## config.mk

```make
export PLATFORM = sky130hd
export DESIGN_NAME = feedforward_audio_compressor_unit_flat
export DESIGN_NICKNAME = d
export VERILOG_FILES = /design/src/rtl/fac_pkg.sv /design/src/rtl/fac_in_if.sv /design/src/rtl/fac_out_if.sv /design/src/rtl/fac_mac.sv /design/src/rtl/fac_core.sv /design/src/rtl/feedforward_audio_compressor_unit.sv /design/src/flat_wrapper.sv
export SDC_FILE = /design/constraint.sdc
export NUM_CORES = 2
export LEC_CHECK = 0
export BUFFER_PORTS_ARGS = -buffer_cell sky130_fd_sc_hd__buf_2
export CORE_ASPECT_RATIO = 1.75
export CORE_UTILIZATION = 30
export CTS_BUF_LIST = sky130_fd_sc_hd__clkbuf_8
export CTS_CLUSTER_SIZE = 12
export DETAILED_ROUTE_END_ITERATION = 12
export PLACE_DENSITY = 0.52
export SETUP_SLACK_MARGIN = 0.2
export SYNTH_ARGS = -nofsm -noshare
export SYNTH_HDL_FRONTEND = slang
export SYNTH_SLANG_ARGS = --single-unit
```

## constraint.sdc

```tcl
create_clock -name clk -period 15.26 [get_ports clk]
set_clock_uncertainty 0.1 [all_clocks]
set_input_delay 0.763 -clock clk [delete_from_list [all_inputs] [get_ports clk]]
set_output_delay 0.763 -clock clk [all_outputs]
set_load 0.005 [all_outputs]
```

## src/rtl/fac_pkg.sv

```systemverilog
// Shared types and constants for the feed-forward audio compressor.
// No dependencies; every other file of the block refers to it by scoped names.
package fac_pkg;

  // sample format and channel count
  localparam int SW       = 24;
  localparam int CHANNELS = 2;

  // shared multiply-accumulate unit
  localparam int MUL_W = 32;
  localparam int ACC_W = 72;

  // wet signal is clamped to this width; beyond it any nonzero mix saturates
  localparam int WET_W = SW + 16;

  // configuration port
  localparam int CFG_IDX_W  = 3;
  localparam int CFG_DATA_W = 17;

  // fixed-point constants
  localparam logic [31:0] DB_PER_OCTAVE_Q16 = 32'd394566;
  localparam logic [31:0] OCTAVE_PER_DB_Q24 = 32'd2786635;
  localparam logic [17:0] EXP_K1            = 18'd45554;
  localparam logic [17:0] EXP_K2            = 18'd14824;
  localparam logic [31:0] EXP_K3            = 32'd5158;
  localparam logic [16:0] MIX_FULL          = 17'd65536;

  // register reset values
  localparam logic signed [15:0] THRESHOLD_RESET = -16'sd5120;
  localparam logic [15:0]        RATIO_RESET     = 16'd49152;
  localparam logic [15:0]        ATTACK_RESET    = 16'd65400;
  localparam logic [15:0]        RELEASE_RESET   = 16'd65529;
  localparam logic signed [14:0] MAKEUP_RESET    = 15'sd0;
  localparam logic [16:0]        MIX_RESET       = 17'd65536;

  // register indexes
  typedef enum logic [CFG_IDX_W-1:0] {
    REG_THRESHOLD = 3'd0,
    REG_RATIO     = 3'd1,
    REG_ATTACK    = 3'd2,
    REG_RELEASE   = 3'd3,
    REG_MAKEUP    = 3'd4,
    REG_MIX       = 3'd5
  } reg_idx_t;

  // register file contents handed to the datapath
  typedef struct packed {
    logic signed [15:0] threshold_db;
    logic [15:0]        ratio_slope;
    logic [15:0]        attack_coeff;
    logic [15:0]        release_coeff;
    logic signed [14:0] makeup_db;
    logic [16:0]        mix_amount;
  } cfg_t;

  // sequencer states, one-hot
  typedef enum logic [17:0] {
    S_IDLE = 18'd1 << 0,
    S_NORM = 18'd1 << 1,
    S_SQR  = 18'd1 << 2,
    S_LVL  = 18'd1 << 3,
    S_TGT  = 18'd1 << 4,
    S_ENV1 = 18'd1 << 5,
    S_ENV2 = 18'd1 << 6,
    S_GMUL = 18'd1 << 7,
    S_P1   = 18'd1 << 8,
    S_P2   = 18'd1 << 9,
    S_P3   = 18'd1 << 10,
    S_GSH  = 18'd1 << 11,
    S_W1   = 18'd1 << 12,
    S_W2   = 18'd1 << 13,
    S_M1   = 18'd1 << 14,
    S_M2   = 18'd1 << 15,
    S_M3   = 18'd1 << 16,
    S_FIN  = 18'd1 << 17
  } state_t;

endpackage

```

## src/rtl/fac_in_if.sv

```systemverilog
// Input sample channel: valid/ready handshake with sample, channel and block mark.
// Depends on fac_pkg for the sample width.
interface fac_in_if;
  logic                        valid;
  logic                        ready;
  logic signed [fac_pkg::SW-1:0] sample_in;
  logic                        channel;
  logic                        last_in_block;

  modport source (output valid, sample_in, channel, last_in_block, input ready);
  modport sink   (input valid, sample_in, channel, last_in_block, output ready);
endinterface

```

## src/rtl/fac_out_if.sv

```systemverilog
// Result channel: valid/ready handshake with processed sample and meter data.
// Depends on fac_pkg for the sample width.
interface fac_out_if;
  logic                        valid;
  logic                        ready;
  logic signed [fac_pkg::SW-1:0] sample_out;
  logic                        channel_out;
  logic signed [15:0]          gain_reduction_db;
  logic                        meter_update;

  modport source (output valid, sample_out, channel_out, gain_reduction_db, meter_update,
                  input ready);
  modport sink   (input valid, sample_out, channel_out, gain_reduction_db, meter_update,
                  output ready);
endinterface

```

## src/rtl/fac_mac.sv

```systemverilog
// Shared 32x32 unsigned multiplier with accumulate input and optional 32-bit
// upper-word shift. Combinational; the caller registers the sum. Uses fac_pkg.
module fac_mac (
  input  logic [fac_pkg::MUL_W-1:0] a,
  input  logic [fac_pkg::MUL_W-1:0] b,
  input  logic                      hi,
  input  logic [fac_pkg::ACC_W-1:0] acc_in,
  output logic [fac_pkg::ACC_W-1:0] sum
);

  logic [2*fac_pkg::MUL_W-1:0] prod;
  logic [fac_pkg::ACC_W-1:0]   prod_ext;

  assign prod     = a * b;
  // upper-word partial products land 32 bits up
  assign prod_ext = hi ? fac_pkg::ACC_W'({prod, {fac_pkg::MUL_W{1'b0}}})
                       : fac_pkg::ACC_W'(prod);
  assign sum      = acc_in + prod_ext;

endmodule

```

## src/rtl/fac_core.sv

```systemverilog
// Sequencer and datapath registers of the compressor: level detection, envelope,
// gain and mix, all through one shared fac_mac. Uses fac_pkg, fac_in_if, fac_out_if.
module fac_core (
  input  logic           clk,
  input  logic           rst,
  input  fac_pkg::cfg_t  cfg,
  fac_in_if.sink         in_stream,
  fac_out_if.source      out_stream
);

  localparam int SW    = fac_pkg::SW;
  localparam int ACC_W = fac_pkg::ACC_W;
  localparam int WET_W = fac_pkg::WET_W;
  localparam logic [WET_W-1:0] WET_MAX = WET_W'(1) << (SW + 15);
  localparam logic [55:0]      Y_LIM   = 56'(1) << (SW - 1);

  fac_pkg::state_t state;

  // item registers
  logic          neg;
  logic [SW-1:0] mag;
  logic          ch;
  logic          last;

  // level detection
  logic [31:0]        nm;
  logic [4:0]         p;
  logic [3:0]         iter;
  logic [30:0]        m;
  logic [15:0]        fr;
  logic signed [17:0] level;

  // envelope and gain
  logic [15:0]        target;
  logic [15:0]        coef;
  logic [15:0]        env;
  logic signed [7:0]  n_exp;
  logic [15:0]        frac;
  logic [17:0]        poly;
  logic [37:0]        g;
  logic [WET_W-1:0]   wet;
  logic [ACC_W-1:0]   acc;

  // shared unit
  logic [31:0]      mac_a;
  logic [31:0]      mac_b;
  logic             mac_hi;
  logic [ACC_W-1:0] mac_in;
  logic [ACC_W-1:0] mac_sum;

  fac_mac u_mac (
    .a      (mac_a),
    .b      (mac_b),
    .hi     (mac_hi),
    .acc_in (mac_in),
    .sum    (mac_sum)
  );

  // input magnitude
  logic          x_neg;
  logic [SW-1:0] x_mag;
  assign x_neg = in_stream.sample_in[SW-1];
  assign x_mag = x_neg ? (~in_stream.sample_in + SW'(1)) : in_stream.sample_in;

  // log2 relative to full scale: {p - (SW-1), fr}
  logic signed [6:0]  pd;
  logic signed [22:0] rel;
  logic               rel_neg;
  logic [22:0]        rel_abs;
  logic [16:0]        lvl_mag;
  logic signed [17:0] level_next;
  assign pd         = $signed({2'b00, p}) - 7'sd1 * 7'(SW - 1);
  assign rel        = {pd, fr};
  assign rel_neg    = pd[6];
  assign rel_abs    = rel_neg ? 23'(-rel) : 23'(rel);
  assign lvl_mag    = mac_sum[40:24];
  assign level_next = rel_neg ? -$signed({1'b0, lvl_mag}) : $signed({1'b0, lvl_mag});

  // excess over threshold
  logic signed [18:0] over;
  logic               over_pos;
  assign over     = $signed({level[17], level})
                  - $signed({{3{cfg.threshold_db[15]}}, cfg.threshold_db});
  assign over_pos = !over[18] && (over != 19'sd0);

  // coefficient pick
  logic [15:0] coef_sel;
  assign coef_sel = (target > env) ? cfg.attack_coeff : cfg.release_coeff;

  // gain in dB (makeup minus envelope)
  logic signed [17:0] gdb;
  logic [17:0]        gabs;
  assign gdb  = $signed({{3{cfg.makeup_db[14]}}, cfg.makeup_db}) - $signed({2'b00, env});
  assign gabs = gdb[17] ? 18'(-gdb) : 18'(gdb);

  // log2 gain in Q16, floor
  logic [23:0] q;
  logic [23:0] e;
  assign q = mac_sum[39:16];
  assign e = gdb[17] ? (24'd0 - q) : q;

  // apply integer part of the exponent
  logic [7:0]  n_abs;
  logic [4:0]  n_sh;
  logic [37:0] g_next;
  assign n_abs = 8'd0 - n_exp;
  assign n_sh  = (n_exp > 8'sd20) ? 5'd20 : n_exp[4:0];
  always_comb begin
    if (!n_exp[7]) begin
      g_next = 38'(poly) << n_sh;
    end else if (n_abs >= 8'd63) begin
      g_next = '0;
    end else begin
      g_next = 38'(poly) >> n_abs[5:0];
    end
  end

  // mix clamp and wet clamp
  logic [16:0] mixc;
  logic [55:0] wfull;
  logic [63:0] wet64;
  assign mixc  = (cfg.mix_amount > fac_pkg::MIX_FULL) ? fac_pkg::MIX_FULL : cfg.mix_amount;
  assign wfull = mac_sum[71:16];
  assign wet64 = 64'(wet);

  // output saturation
  logic [55:0]   y;
  logic [55:0]   ysat;
  logic [SW-1:0] res;
  assign y = acc[71:16];
  always_comb begin
    if (neg) begin
      ysat = (y > Y_LIM) ? Y_LIM : y;
      res  = SW'(56'd0 - ysat);
    end else begin
      ysat = (y > Y_LIM - 56'd1) ? (Y_LIM - 56'd1) : y;
      res  = SW'(ysat);
    end
  end

  // operand select for the shared unit
  always_comb begin
    mac_a  = '0;
    mac_b  = '0;
    mac_hi = 1'b0;
    mac_in = '0;
    unique case (state)
      fac_pkg::S_SQR: begin
        mac_a = {1'b0, m};
        mac_b = {1'b0, m};
      end
      fac_pkg::S_LVL: begin
        mac_a  = 32'(rel_abs);
        mac_b  = fac_pkg::DB_PER_OCTAVE_Q16;
        mac_in = ACC_W'(1) << 23;
      end
      fac_pkg::S_TGT: begin
        mac_a = 32'(over[17:0]);
        mac_b = 32'(cfg.ratio_slope);
      end
      fac_pkg::S_ENV1: begin
        mac_a = 32'(coef_sel);
        mac_b = 32'(env);
      end
      fac_pkg::S_ENV2: begin
        mac_a  = 32'(17'h10000 - {1'b0, coef});
        mac_b  = 32'(target);
        mac_in = acc + ACC_W'(32768);
      end
      fac_pkg::S_GMUL: begin
        mac_a  = 32'(gabs);
        mac_b  = fac_pkg::OCTAVE_PER_DB_Q24;
        mac_in = gdb[17] ? ACC_W'(65535) : '0;
      end
      fac_pkg::S_P1: begin
        mac_a = fac_pkg::EXP_K3;
        mac_b = 32'(frac);
      end
      fac_pkg::S_P2, fac_pkg::S_P3: begin
        mac_a = 32'(poly);
        mac_b = 32'(frac);
      end
      fac_pkg::S_W1: begin
        mac_a  = 32'(mag);
        mac_b  = g[31:0];
        mac_in = ACC_W'(32768);
      end
      fac_pkg::S_W2: begin
        mac_a  = 32'(mag);
        mac_b  = 32'(g[37:32]);
        mac_hi = 1'b1;
        mac_in = acc;
      end
      fac_pkg::S_M1: begin
        mac_a  = 32'(mag);
        mac_b  = 32'(MIX_FULL_ext(mixc));
        mac_in = ACC_W'(32768);
      end
      fac_pkg::S_M2: begin
        mac_a  = wet64[31:0];
        mac_b  = 32'(mixc);
        mac_in = acc;
      end
      fac_pkg::S_M3: begin
        mac_a  = wet64[63:32];
        mac_b  = 32'(mixc);
        mac_hi = 1'b1;
        mac_in = acc;
      end
      default: begin
        mac_a = '0;
      end
    endcase
  end

  // dry share of the mix
  function automatic logic [16:0] MIX_FULL_ext(input logic [16:0] mx);
    MIX_FULL_ext = fac_pkg::MIX_FULL - mx;
  endfunction

  assign in_stream.ready = (state == fac_pkg::S_IDLE);

  // sequencer and datapath registers
  always_ff @(posedge clk) begin
    if (rst) begin
      state            <= fac_pkg::S_IDLE;
      env              <= '0;
      out_stream.valid <= 1'b0;
    end else begin
      // result drained; a new one loaded in S_FIN keeps valid high
      if (out_stream.valid && out_stream.ready && (state != fac_pkg::S_FIN)) begin
        out_stream.valid <= 1'b0;
      end
      unique case (state)
        fac_pkg::S_IDLE: begin
          if (in_stream.valid) begin
            neg    <= x_neg;
            mag    <= x_mag;
            ch     <= in_stream.channel;
            last   <= in_stream.last_in_block;
            nm     <= 32'(x_mag);
            p      <= 5'd31;
            target <= '0;
            state  <= (x_mag == '0) ? fac_pkg::S_ENV1 : fac_pkg::S_NORM;
          end
        end
        fac_pkg::S_NORM: begin
          if (nm[31:28] == 4'd0) begin
            nm <= nm << 4;
            p  <= p - 5'd4;
          end else if (!nm[31]) begin
            nm <= nm << 1;
            p  <= p - 5'd1;
          end else begin
            m     <= nm[31:1];
            iter  <= '0;
            fr    <= '0;
            state <= fac_pkg::S_SQR;
          end
        end
        fac_pkg::S_SQR: begin
          fr   <= {fr[14:0], mac_sum[61]};
          m    <= mac_sum[61] ? mac_sum[61:31] : mac_sum[60:30];
          iter <= iter + 4'd1;
          if (iter == 4'd15) begin
            state <= fac_pkg::S_LVL;
          end
        end
        fac_pkg::S_LVL: begin
          level <= level_next;
          state <= fac_pkg::S_TGT;
        end
        fac_pkg::S_TGT: begin
          target <= over_pos ? mac_sum[31:16] : 16'd0;
          state  <= fac_pkg::S_ENV1;
        end
        fac_pkg::S_ENV1: begin
          coef  <= coef_sel;
          acc   <= mac_sum;
          state <= fac_pkg::S_ENV2;
        end
        fac_pkg::S_ENV2: begin
          env   <= mac_sum[31:16];
          state <= fac_pkg::S_GMUL;
        end
        fac_pkg::S_GMUL: begin
          state <= fac_pkg::S_P1;
        end
        fac_pkg::S_P1: begin
          poly  <= fac_pkg::EXP_K2 + 18'(mac_sum[31:16]);
          state <= fac_pkg::S_P2;
        end
        fac_pkg::S_P2: begin
          poly  <= fac_pkg::EXP_K1 + mac_sum[33:16];
          state <= fac_pkg::S_P3;
        end
        fac_pkg::S_P3: begin
          poly  <= 18'h10000 + mac_sum[33:16];
          state <= fac_pkg::S_GSH;
        end
        fac_pkg::S_GSH: begin
          g     <= g_next;
          state <= fac_pkg::S_W1;
        end
        fac_pkg::S_W1: begin
          acc   <= mac_sum;
          state <= fac_pkg::S_W2;
        end
        fac_pkg::S_W2: begin
          wet   <= (wfull > 56'(WET_MAX)) ? WET_MAX : WET_W'(wfull);
          state <= fac_pkg::S_M1;
        end
        fac_pkg::S_M1, fac_pkg::S_M2: begin
          acc   <= mac_sum;
          state <= (state == fac_pkg::S_M1) ? fac_pkg::S_M2 : fac_pkg::S_M3;
        end
        fac_pkg::S_M3: begin
          acc   <= mac_sum;
          state <= fac_pkg::S_FIN;
        end
        fac_pkg::S_FIN: begin
          // result register free or being drained this cycle
          if (!out_stream.valid || out_stream.ready) begin
            out_stream.valid             <= 1'b1;
            out_stream.sample_out        <= res;
            out_stream.channel_out       <= (fac_pkg::CHANNELS > 1) ? ch : 1'b0;
            out_stream.gain_reduction_db <= 16'd0 - env;
            out_stream.meter_update      <= last;
            state                        <= fac_pkg::S_IDLE;
          end
        end
        default: begin
          state <= fac_pkg::S_IDLE;
        end
      endcase
    end
  end

  // exponent split of the log2 gain, ready for the polynomial steps
  always_ff @(posedge clk) begin
    if (state == fac_pkg::S_GMUL) begin
      n_exp <= $signed(e[23:16]);
      frac  <= e[15:0];
    end
  end

endmodule

```

## src/rtl/feedforward_audio_compressor_unit.sv

```systemverilog
// Feed-forward hard-knee audio compressor with one gain envelope shared by all
// channels; holds the configuration registers and the processing core (uses
// fac_pkg, fac_in_if, fac_out_if, fac_core). Register writes on cfg_we take
// effect at the next clock edge and belong between samples, with none in flight.
// One sample is processed at a time and in_stream.ready is high only while the
// core is idle. A nonzero sample has its magnitude normalized (the number of
// shift steps set by its leading bit), then squaring rounds for the log, one per
// fraction bit, then level and target, then envelope, gain and mix; a zero sample
// skips the log, level and target. The next input transfer can come in the cycle
// after the result is registered, later while a held result waits for ready.
module feedforward_audio_compressor_unit (
  input  logic                           clk,
  input  logic                           rst,
  input  logic                           cfg_we,
  input  logic [fac_pkg::CFG_IDX_W-1:0]  cfg_index,
  input  logic [fac_pkg::CFG_DATA_W-1:0] cfg_data,
  fac_in_if.sink                         in_stream,
  fac_out_if.source                      out_stream
);

  fac_pkg::cfg_t cfg;

  // register writes; unlisted indexes are ignored
  always_ff @(posedge clk) begin
    if (rst) begin
      cfg.threshold_db  <= fac_pkg::THRESHOLD_RESET;
      cfg.ratio_slope   <= fac_pkg::RATIO_RESET;
      cfg.attack_coeff  <= fac_pkg::ATTACK_RESET;
      cfg.release_coeff <= fac_pkg::RELEASE_RESET;
      cfg.makeup_db     <= fac_pkg::MAKEUP_RESET;
      cfg.mix_amount    <= fac_pkg::MIX_RESET;
    end else if (cfg_we) begin
      unique case (cfg_index)
        fac_pkg::REG_THRESHOLD: cfg.threshold_db  <= $signed(cfg_data[15:0]);
        fac_pkg::REG_RATIO:     cfg.ratio_slope   <= cfg_data[15:0];
        fac_pkg::REG_ATTACK:    cfg.attack_coeff  <= cfg_data[15:0];
        fac_pkg::REG_RELEASE:   cfg.release_coeff <= cfg_data[15:0];
        fac_pkg::REG_MAKEUP:    cfg.makeup_db     <= $signed(cfg_data[14:0]);
        fac_pkg::REG_MIX:       cfg.mix_amount    <= cfg_data;
        default: begin
        end
      endcase
    end
  end

  fac_core u_core (
    .clk        (clk),
    .rst        (rst),
    .cfg        (cfg),
    .in_stream  (in_stream),
    .out_stream (out_stream)
  );

endmodule

```

## src/flat_wrapper.sv

```systemverilog
// flat-port wrapper written by rule: the top's interface ports become plain ports
module feedforward_audio_compressor_unit_flat 
  (clk, rst, cfg_we, cfg_index, cfg_data, in_stream_valid, in_stream_sample_in, in_stream_channel, in_stream_last_in_block, in_stream_ready, out_stream_valid, out_stream_sample_out, out_stream_channel_out, out_stream_gain_reduction_db, out_stream_meter_update, out_stream_ready);
  fac_in_if in_stream_i ();
  fac_out_if out_stream_i ();
  input  logic clk;
  input  logic rst;
  input  logic cfg_we;
  input  logic [fac_pkg::CFG_IDX_W-1:0] cfg_index;
  input  logic [fac_pkg::CFG_DATA_W-1:0] cfg_data;
  input wire logic [$bits(in_stream_i.valid)-1:0] in_stream_valid;
  input wire logic [$bits(in_stream_i.sample_in)-1:0] in_stream_sample_in;
  input wire logic [$bits(in_stream_i.channel)-1:0] in_stream_channel;
  input wire logic [$bits(in_stream_i.last_in_block)-1:0] in_stream_last_in_block;
  output wire logic [$bits(in_stream_i.ready)-1:0] in_stream_ready;
  output wire logic [$bits(out_stream_i.valid)-1:0] out_stream_valid;
  output wire logic [$bits(out_stream_i.sample_out)-1:0] out_stream_sample_out;
  output wire logic [$bits(out_stream_i.channel_out)-1:0] out_stream_channel_out;
  output wire logic [$bits(out_stream_i.gain_reduction_db)-1:0] out_stream_gain_reduction_db;
  output wire logic [$bits(out_stream_i.meter_update)-1:0] out_stream_meter_update;
  input wire logic [$bits(out_stream_i.ready)-1:0] out_stream_ready;
  assign in_stream_i.valid = in_stream_valid;
  assign in_stream_i.sample_in = in_stream_sample_in;
  assign in_stream_i.channel = in_stream_channel;
  assign in_stream_i.last_in_block = in_stream_last_in_block;
  assign in_stream_ready = in_stream_i.ready;
  assign out_stream_valid = out_stream_i.valid;
  assign out_stream_sample_out = out_stream_i.sample_out;
  assign out_stream_channel_out = out_stream_i.channel_out;
  assign out_stream_gain_reduction_db = out_stream_i.gain_reduction_db;
  assign out_stream_meter_update = out_stream_i.meter_update;
  assign out_stream_i.ready = out_stream_ready;
  feedforward_audio_compressor_unit u_core (.clk(clk), .rst(rst), .cfg_we(cfg_we), .cfg_index(cfg_index), .cfg_data(cfg_data), .in_stream(in_stream_i), .out_stream(out_stream_i));
endmodule
```

# Word level (Yosys, flattened, before mapping)
# Index checks and enable logic that the tools add are counted.
dict set report totals {
  ramBits 0
  memories 0
  wordCells 191
  latchBits 0
  in_bits 51
  mem_bits_ro 0
  ff_bits 530
}
dict set report op_classes {
  magnitude_cmp 7
  bitwise 2
  div_mod_pow 0
  n_addsub 21
  reduce_logical 42
  n_mux 52
  n_eq_ne 31
  mul 1
  shifts 2
}
# operator n
set ops {}
lappend ops {{one-hot mux 32 bit (11 select lines)} 2}
lappend ops {{one-hot mux 72 bit (5 select lines)} 1}
lappend ops {{one-hot mux 18 bit (17 select lines)} 1}
lappend ops {{2-to-1 mux 24 bit} 5}
lappend ops {{2-to-1 mux 18 bit} 6}
lappend ops {{2-to-1 mux 16 bit} 6}
lappend ops {{2-to-1 mux 32 bit} 3}
lappend ops {{2-to-1 mux 31 bit} 3}
lappend ops {{2-to-1 mux 38 bit} 2}
lappend ops {{adder 72 x 16 -> 72 bit (second input constant)} 1}
lappend ops {{adder 72 bit} 1}
lappend ops {{2-to-1 mux 72 bit} 1}
lappend ops {{multiplier 32 x 32 -> 64 bit} 1}
lappend ops {{one-hot mux 16 bit (2 select lines)} 2}
lappend ops {{one-hot mux 32 bit (2 select lines)} 1}
lappend ops {{one-hot mux 31 bit (2 select lines)} 1}
lappend ops {{greater-than comparator 56 x 23 -> 1 bit (second input constant)} 1}
lappend ops {{greater-than comparator 56 x 24 -> 1 bit (second input constant)} 1}
lappend ops {{greater-than comparator 56 x 40 -> 1 bit (second input constant)} 1}
lappend ops {{one-hot mux 18 bit (3 select lines)} 1}
lappend ops {{2-to-1 mux 17 bit} 3}
lappend ops {{subtractor 1 x 24 -> 24 bit (first input constant)} 2}
lappend ops {{left shift 18 x 5 -> 38 bit} 1}
lappend ops {{>> shifter 18 x 6 -> 38 bit} 1}
lappend ops {{other kinds (71)} 110}

# Logic depth before layout (Yosys ltp)
dict set report depth {
  depth_word 9
  ltp_mapped 62
}

# Modules after synthesis
# Synthesis repeated with hierarchy kept, for this count alone.
dict set report hier_totals {
  cells_unflattened 7776
  hier_area_um2 70033.4
}
# mod instances area_per_inst_um2 cells_per_inst seq_area_each_um2
set modules_own_cells {}
lappend modules_own_cells {fac_mac 1 38042.7 4485 0.0}
lappend modules_own_cells {fac_core 1 28155.8 2932 12682.2}
lappend modules_own_cells {feedforward_audio_compressor_unit 1 3834.9 359 1921.8}

# Worst setup path after synthesis
# Ideal clock, no wire load.
dict set report synth_timing {
  path_type {register -> register}
  startpoint {register u_core.u_core.env[12]}
  endpoint {register u_core.u_core.wet[39], data pin}
  stages_incl_launch_ff 51
  t_arrival_ps 13770
  setup_slack_ps 1131
  cell_sequence {dfxtp_1 > inv_1 > ha_1 > and4_1 > nand3_1 > or4_1 > and3_1 > a21oi_1 > clkbuf_1 > mux2_2 > a221oi_1 > clkbuf_1 > nor2_1 > fa_1 > inv_1 > fa_1 > inv_1 > fa_1 > [15 not listed] > a21o_1 > xnor2_1 > nand2_1 > o21ai_0 > ha_1 > a21o_1 > a21o_1 > a221oi_1 > nand2_1 > o31ai_2 > o311ai_1 > a2111oi_2 > xor2_1 > nand4b_1 > or4_1 > clkbuf_1 > buf_2 > or2_1}
}
# element line_no
set synth_lines {}
lappend synth_lines {{start, declared} fac_core.sv:36} ;# logic [15:0] env;
lappend synth_lines {{start signal, assigned} fac_core.sv:283} ;# env <= mac_sum[31:16];
lappend synth_lines {{greater-than comparator 16 bit (*)} fac_core.sv:88} ;# assign coef_sel = (target > env) ? cfg.attack_coeff : cfg.release_coeff;
lappend synth_lines {{2-to-1 mux 16 bit (*)} fac_core.sv:88}
lappend synth_lines {{via u_core.u_core.coef_sel[9]} fac_core.sv:87} ;# logic [15:0] coef_sel;
lappend synth_lines {{one-hot mux 32 bit (11 select lines) (*)} fac_core.sv:147} ;# unique case (state)
lappend synth_lines {{multiplier 32 x 32 -> 64 bit (*)} fac_mac.sv:14} ;# assign prod = a * b;
lappend synth_lines {{2-to-1 mux 72 bit (*)} fac_mac.sv:16} ;# assign prod_ext = hi ? fac_pkg::ACC_W'({prod, {fac_pkg::MUL_W{1'b0}}})
lappend synth_lines {{adder 72 bit (*)} fac_mac.sv:18} ;# assign sum = acc_in + prod_ext;
lappend synth_lines {{greater-than comparator 56 x 40 -> 1 bit} fac_core.sv:310} ;# wet <= (wfull > 56'(WET_MAX)) ? WET_MAX : WET_W'(wfull);
lappend synth_lines {{end signal, assigned} fac_core.sv:310}
lappend synth_lines {{end, declared} fac_core.sv:41} ;# logic [WET_W-1:0] wet;
# The timed path passes the listed nets; every way through them passes the cells marked *.
# A chain may end at the register's enable or synchronous reset.

# Final worst setup path
dict set report layout_timing {
  startpoint {register u_core.u_core.state[17]}
  endpoint {register u_core.u_core.wet[14], data pin}
}
dict set report layout_between {
  elab_chain_len 7
}
# element line_no
set layout_rtl {}
lappend layout_rtl {{start, declared} fac_core.sv:17} ;# fac_pkg::state_t state;
lappend layout_rtl {{start signal, assigned} fac_core.sv:226} ;# state <= fac_pkg::S_IDLE;
lappend layout_rtl {{start signal, assigned} fac_core.sv:244} ;# state <= (x_mag == '0) ? fac_pkg::S_ENV1 : fac_pkg::S_NORM;
lappend layout_rtl {{start signal, assigned} fac_core.sv:258} ;# state <= fac_pkg::S_SQR;
lappend layout_rtl {{equality test 18 x 15 -> 1 bit (tied with other cells)} fac_core.sv:147}
lappend layout_rtl {{OR reduction 3 bit (no line) or OR reduction 2 bit (tied branches)} n/a}
lappend layout_rtl {{one-hot mux 32 bit (11 select lines)} fac_core.sv:147}
lappend layout_rtl {{multiplier 32 x 32 -> 64 bit} fac_mac.sv:14}
lappend layout_rtl {{2-to-1 mux 72 bit} fac_mac.sv:16}
lappend layout_rtl {{adder 72 bit (*)} fac_mac.sv:18}
lappend layout_rtl {{via u_core.u_core.mac_sum[67]} fac_core.sv:49} ;# logic [ACC_W-1:0] mac_sum;
lappend layout_rtl {{greater-than comparator 56 x 40 -> 1 bit (*)} fac_core.sv:310}
# Marked as above.

==> metrics.sh <==
COMBINED_BUFFER_AND_INVERTER_COUNT_ALONG_THE_CRITICAL_PATH=18
GRT.MET2_USAGE=0.520
PLACE.DETAILED.INSTANCES=11700
CRITICALPATHCATEGORY='reg -> reg'
AREAGROWTHSYNTHTOFINISH_PCT=18.9
WORST_SLEW_PIN_TRAN_NS=1.23
HTREE_NUM_LEVELS=3
GRT_USAGE=0.287
TIMING.RR.START='u_core.u_core.state[17]$_SDFFE_PP0P_'
INITIAL_ANTENNA_VIOLATION_COUNT=18
MAXSLEWHEADROOM=0.183
FINAL_WL_MM=339
SYNTH-MAIN-FF-CELL='sky130_fd_sc_hd__edfxtp_1'
FINALNETCOUNT=10100
CRITICAL_PATH.TOP_DELAY_FAMILY='adder cells'
REG2REG_SETUP_SLACK_NS=0.63
DRTITER0DRC=5160
POWER.DENSITY_CELL_AREA_mW_PER_MM2=41.7
INITIAL_UTIL=0.302
YOSYSWARNINGS=0
SYNTH_ENABLE_FLOP_CELLS=399
GP_CONGESTION=1.06
WORST_SETUP_HOLD_PATH_CLK_SLEW_NS=0.07
GRT.MET3_USAGE=0.0406
FINAL-INSTANCE-COUNT-EXCL-FILL=11900
TIMING.HOLD.WORST_ENDPOINT='u_core.u_core.ch$_DFFE_PP_'
BUFFER_PORTS.INSERTED=94
CLKLATENCYLATEPIN_NS=0.83
HOLD_DEPTH=1
DIE_AREA_MM2=0.234
WORST_IR_DROP_VDD_mV=0.0720
TIMING.FMAX_MHz=68.3
UNIQUE_CELL_TYPE_COUNT_IN_THE_YOSYS_NETLIST=104
GRT_FIRST_PASS_WIRELENGTH_MM=478
FINAL_MAX_SLEW_VIOL_COUNT=0
N_FILL_CELL=24100
HOLD_BUFFERS=0
CTS_INSERTED_BUFFERS=76
DRT_DRC_VIOLATIONS_LEFT=0
PLACEABLECOREAREA_MM2=0.230
GRT_UTIL_MET1=0.268
NETLIST_AREA_MM2=0.0695
PRE_REPAIR_DR_ITERATION_COUNT=8
SHARE_OF_FINAL_LAYOUT_STANDARD_CELLS_STRONGER_THAN_DRIVE_STRENGTH_1=0.160
CP_SLOWEST_STAGE_DELAY_NS=0.71
OUTCOME='completed'
SYNTHCELLS=8101
AVGVIACOUNTPERCELL=5.40
TRITONCTS='built'
FIN_UTIL=0.359
NUMBER_OF_GLOBAL_ROUTE_VIAS_BEFORE_REPAIR=67400
LEAKAGE_POWER_OF_THE_DESIGN_nW=37.3
CTS.SINK_COUNT=530
R2R_CELLS=55
SYNTH.FF_LATCH_COUNT=530
WORST-ENDPOINT-REQUIRED_NS=15.77
ROUTED-VIA-COUNT=64200
DIE_HEIGHT_UM=639
MULTI_INPUT_AREA_MM2=0.0501
FINAL.MIN_CLOCK_PERIOD_NS=14.63
SEQ_AREA_FRAC_SYNTH=0.210
FIN_WORST_HOLD_SLACK_NS=0.0671
POWER.TOTAL_mW=3.45
GR-MAX-USAGE-LAYER='met2'
WORSTSETUPSTARTPOINTTYPE='register'
ANTENNA_LEFT=0
GRT_START_MAX_NET_PINS=88
AVGSYNTHCELLAREA_UM2=8.58
HOLD_VIOLATION_TOTAL_FROM_THE_FINAL_REPORT=0
SYNTH-ASYNC-RESET-RATIO=0
DRV_CAP=0
RSZ0062_AT_GRT='no'
CP_DATA_ARRIVAL_TIME_NS=15.14
DPL.HPWL_MM=281
ROW_COUNT=233
HOLD_PATH.CLASS='in -> reg'
SETUP_VIOL=0
WL_PER_CELL_UM=28.5
HP-START='in_stream_channel'
PATH_MAX_FANOUT=48
CRIT_PATH_TOP_DELAY_CELL='sky130_fd_sc_hd__or4_2'
CTS_ROOT_BUFFER='sky130_fd_sc_hd__clkbuf_8'
FINAL_MIN_PERIOD_OVER_CLOCK_PERIOD=0.959
WORSTSETUPSTARTPOINT='u_core.u_core.state[17]$_SDFFE_PP0P_'
REGAREA_MM2=0.0146
TIMING.CRITICAL_PATH.TO_TYPE='register'
FLOORPLAN_DIE_WIDTH_UM=366
RR_ENDPOINT='u_core.u_core.wet[14]$_SDFFCE_PN0P_'
IO_PINS=95
GRT_REMAINING_OVERFLOW=0
PATH_COMMON_CELL='sky130_fd_sc_hd__buf_4'
MAX-CLOCK-PATH-BUFFERS=3
==> repair_timing <==
action | 4_1_cts | 5_1_grt
setup buffers | 0 | 26
endpoints found under the hold margin | 0 | 0
cloned | 0 | 2
pin swaps | 1 | 37
gates resized for setup | 16 | 177
setup endpoints to repair | 47 | 92
==> through the flow <==
step	instance area [um2]	worst slack (ns)	TNS, ns
5_1_grt	82600	0.154	0
6_report	82600	0.627	0
2_1_floorplan	69600	1.13	0
4_1_cts	81700	0.213	0
3_5_place_dp	79900	-0.393	-13.37
3_3_place_gp	79900	-0.351	-12.42
==> registers in the layout, indices dropped and copies added, names as in the netlist, 18 cells and up <==
name	flops
u_core.u_core.level	18
u_core.u_core.acc	72
u_core.u_core.wet	40
u_core.u_core.poly	18
u_core.u_core.state	18
u_core.u_core.m	31
u_core.u_core.mag	24
u_core.u_core.g	38
u_core.u_core.out_stream.sample_out	24
u_core.cfg	96
u_core.u_core.nm	32
==> kinds of logic (layout without fill, tap and decap cells) <==
kind of cell	after synthesis	in the layout	synth area share
adders and majority gates	1309	1309	0.333
and+or+nand+nor	2832	2832	0.184
xor gates and xnor gates	298	298	0.0377
other	2	29	0.000108
DFF	530	530	0.210
muxes	118	118	0.0189
buffers and inverters	1602	2305	0.0874
AOI/OAI and AO/OA	1410	1412	0.129
==> worst max path at each step <==
stage / endpoint / slack [ns] / depth (start not counted)
detailed placement: u_core.u_core.wet[29]$_SDFFCE_PN0P_ / -0.39 / 51
CTS: u_core.u_core.wet[29]$_SDFFCE_PN0P_ / 0.21 / 57
floorplan: u_core.u_core.wet[39]$_SDFFCE_PN1P_ / 1.13 / 50
finish: u_core.u_core.wet[14]$_SDFFCE_PN0P_ / 0.63 / 55
global placement: u_core.u_core.wet[12]$_SDFFCE_PN0P_ / -0.35 / 51
global route: u_core.u_core.wet[17]$_SDFFCE_PN0P_ / 0.15 / 64
==> cells in the final DEF, fill, tap and decap left out, drive strengths merged, types with 28 or more instances in the layout <==
master / instances
nor2: 691
o21a: 34
mux2i: 91
a211oi: 32
nand4: 88
nand2b: 36
inv: 1164
edfxtp: 399
o31ai: 42
a22oi: 32
and2: 145
clkbuf: 81
a221oi: 28
a21o: 87
and3: 46
nor3b: 53
dfxtp: 131
a31oi: 49
xor2: 107
nor2b: 41
nor4: 44
a222oi: 32
buf: 1017
or3: 43
nand2: 1302
fa: 899
o21ai: 333
nor3: 126
nand3: 117
xnor2: 191
a21oi: 462
o211ai: 28
ha: 410
clkinv: 31
==> synth_stat cells (28+ instances only) <==
master / number / share of area
sky130_fd_sc_hd__inv_1: 1144 / 0.062
sky130_fd_sc_hd__edfxtp_1: 399 / 0.17
sky130_fd_sc_hd__and3_1: 46 / 0.0041
sky130_fd_sc_hd__nand2b_1: 36 / 0.0032
sky130_fd_sc_hd__nor2_1: 691 / 0.037
sky130_fd_sc_hd__clkbuf_1: 403 / 0.022
sky130_fd_sc_hd__nor2b_1: 41 / 0.0037
sky130_fd_sc_hd__nor4_1: 40 / 0.0036
sky130_fd_sc_hd__a221oi_1: 28 / 0.0035
sky130_fd_sc_hd__a31oi_1: 47 / 0.0042
sky130_fd_sc_hd__a222oi_1: 32 / 0.0046
sky130_fd_sc_hd__o31ai_1: 40 / 0.0043
sky130_fd_sc_hd__nor3_1: 125 / 0.0090
sky130_fd_sc_hd__o21ai_0: 321 / 0.023
sky130_fd_sc_hd__nand2_1: 1302 / 0.070
sky130_fd_sc_hd__nand3_1: 117 / 0.0084
sky130_fd_sc_hd__nor3b_1: 42 / 0.0045
sky130_fd_sc_hd__and2_1: 144 / 0.013
sky130_fd_sc_hd__mux2i_1: 91 / 0.013
sky130_fd_sc_hd__a21oi_1: 461 / 0.033
sky130_fd_sc_hd__or3_1: 41 / 0.0037
sky130_fd_sc_hd__a211oi_1: 31 / 0.0033
sky130_fd_sc_hd__a21o_1: 87 / 0.0094
sky130_fd_sc_hd__fa_1: 899 / 0.26
sky130_fd_sc_hd__xor2_1: 106 / 0.013
sky130_fd_sc_hd__ha_1: 410 / 0.074
sky130_fd_sc_hd__nand4_1: 88 / 0.0079
sky130_fd_sc_hd__dfxtp_1: 131 / 0.038
sky130_fd_sc_hd__a22oi_1: 32 / 0.0035
sky130_fd_sc_hd__xnor2_1: 191 / 0.024
sky130_fd_sc_hd__o21a_1: 33 / 0.0036
==> report_power, final <==
group,internal [mW],switching [mW]
registers,1.57,0.0214
clock network,0.682,0.679
logic,0.186,0.312
total,2.43,1.01
==> routing by layer <==
metal / up-vias / part of all wire
li1: 28100 / -
met1: 32200 / 0.31
met2: 2743 / 0.51
met3: 1210 / 0.054
met4: 16 / 0.13
met5: - / 0.00031
==> layout make-up <==
class                   instances  area share
multi-input cells            5991       0.606
inverters                    1152      0.0524
flip-flops and latches        530       0.177
diodes                          7    0.000212
repair buffers               1017      0.0974
clock buffers                  81      0.0135
clock inverters                55     0.00744
well taps                    3055      0.0463
Power figures use the tool's default switching activity.
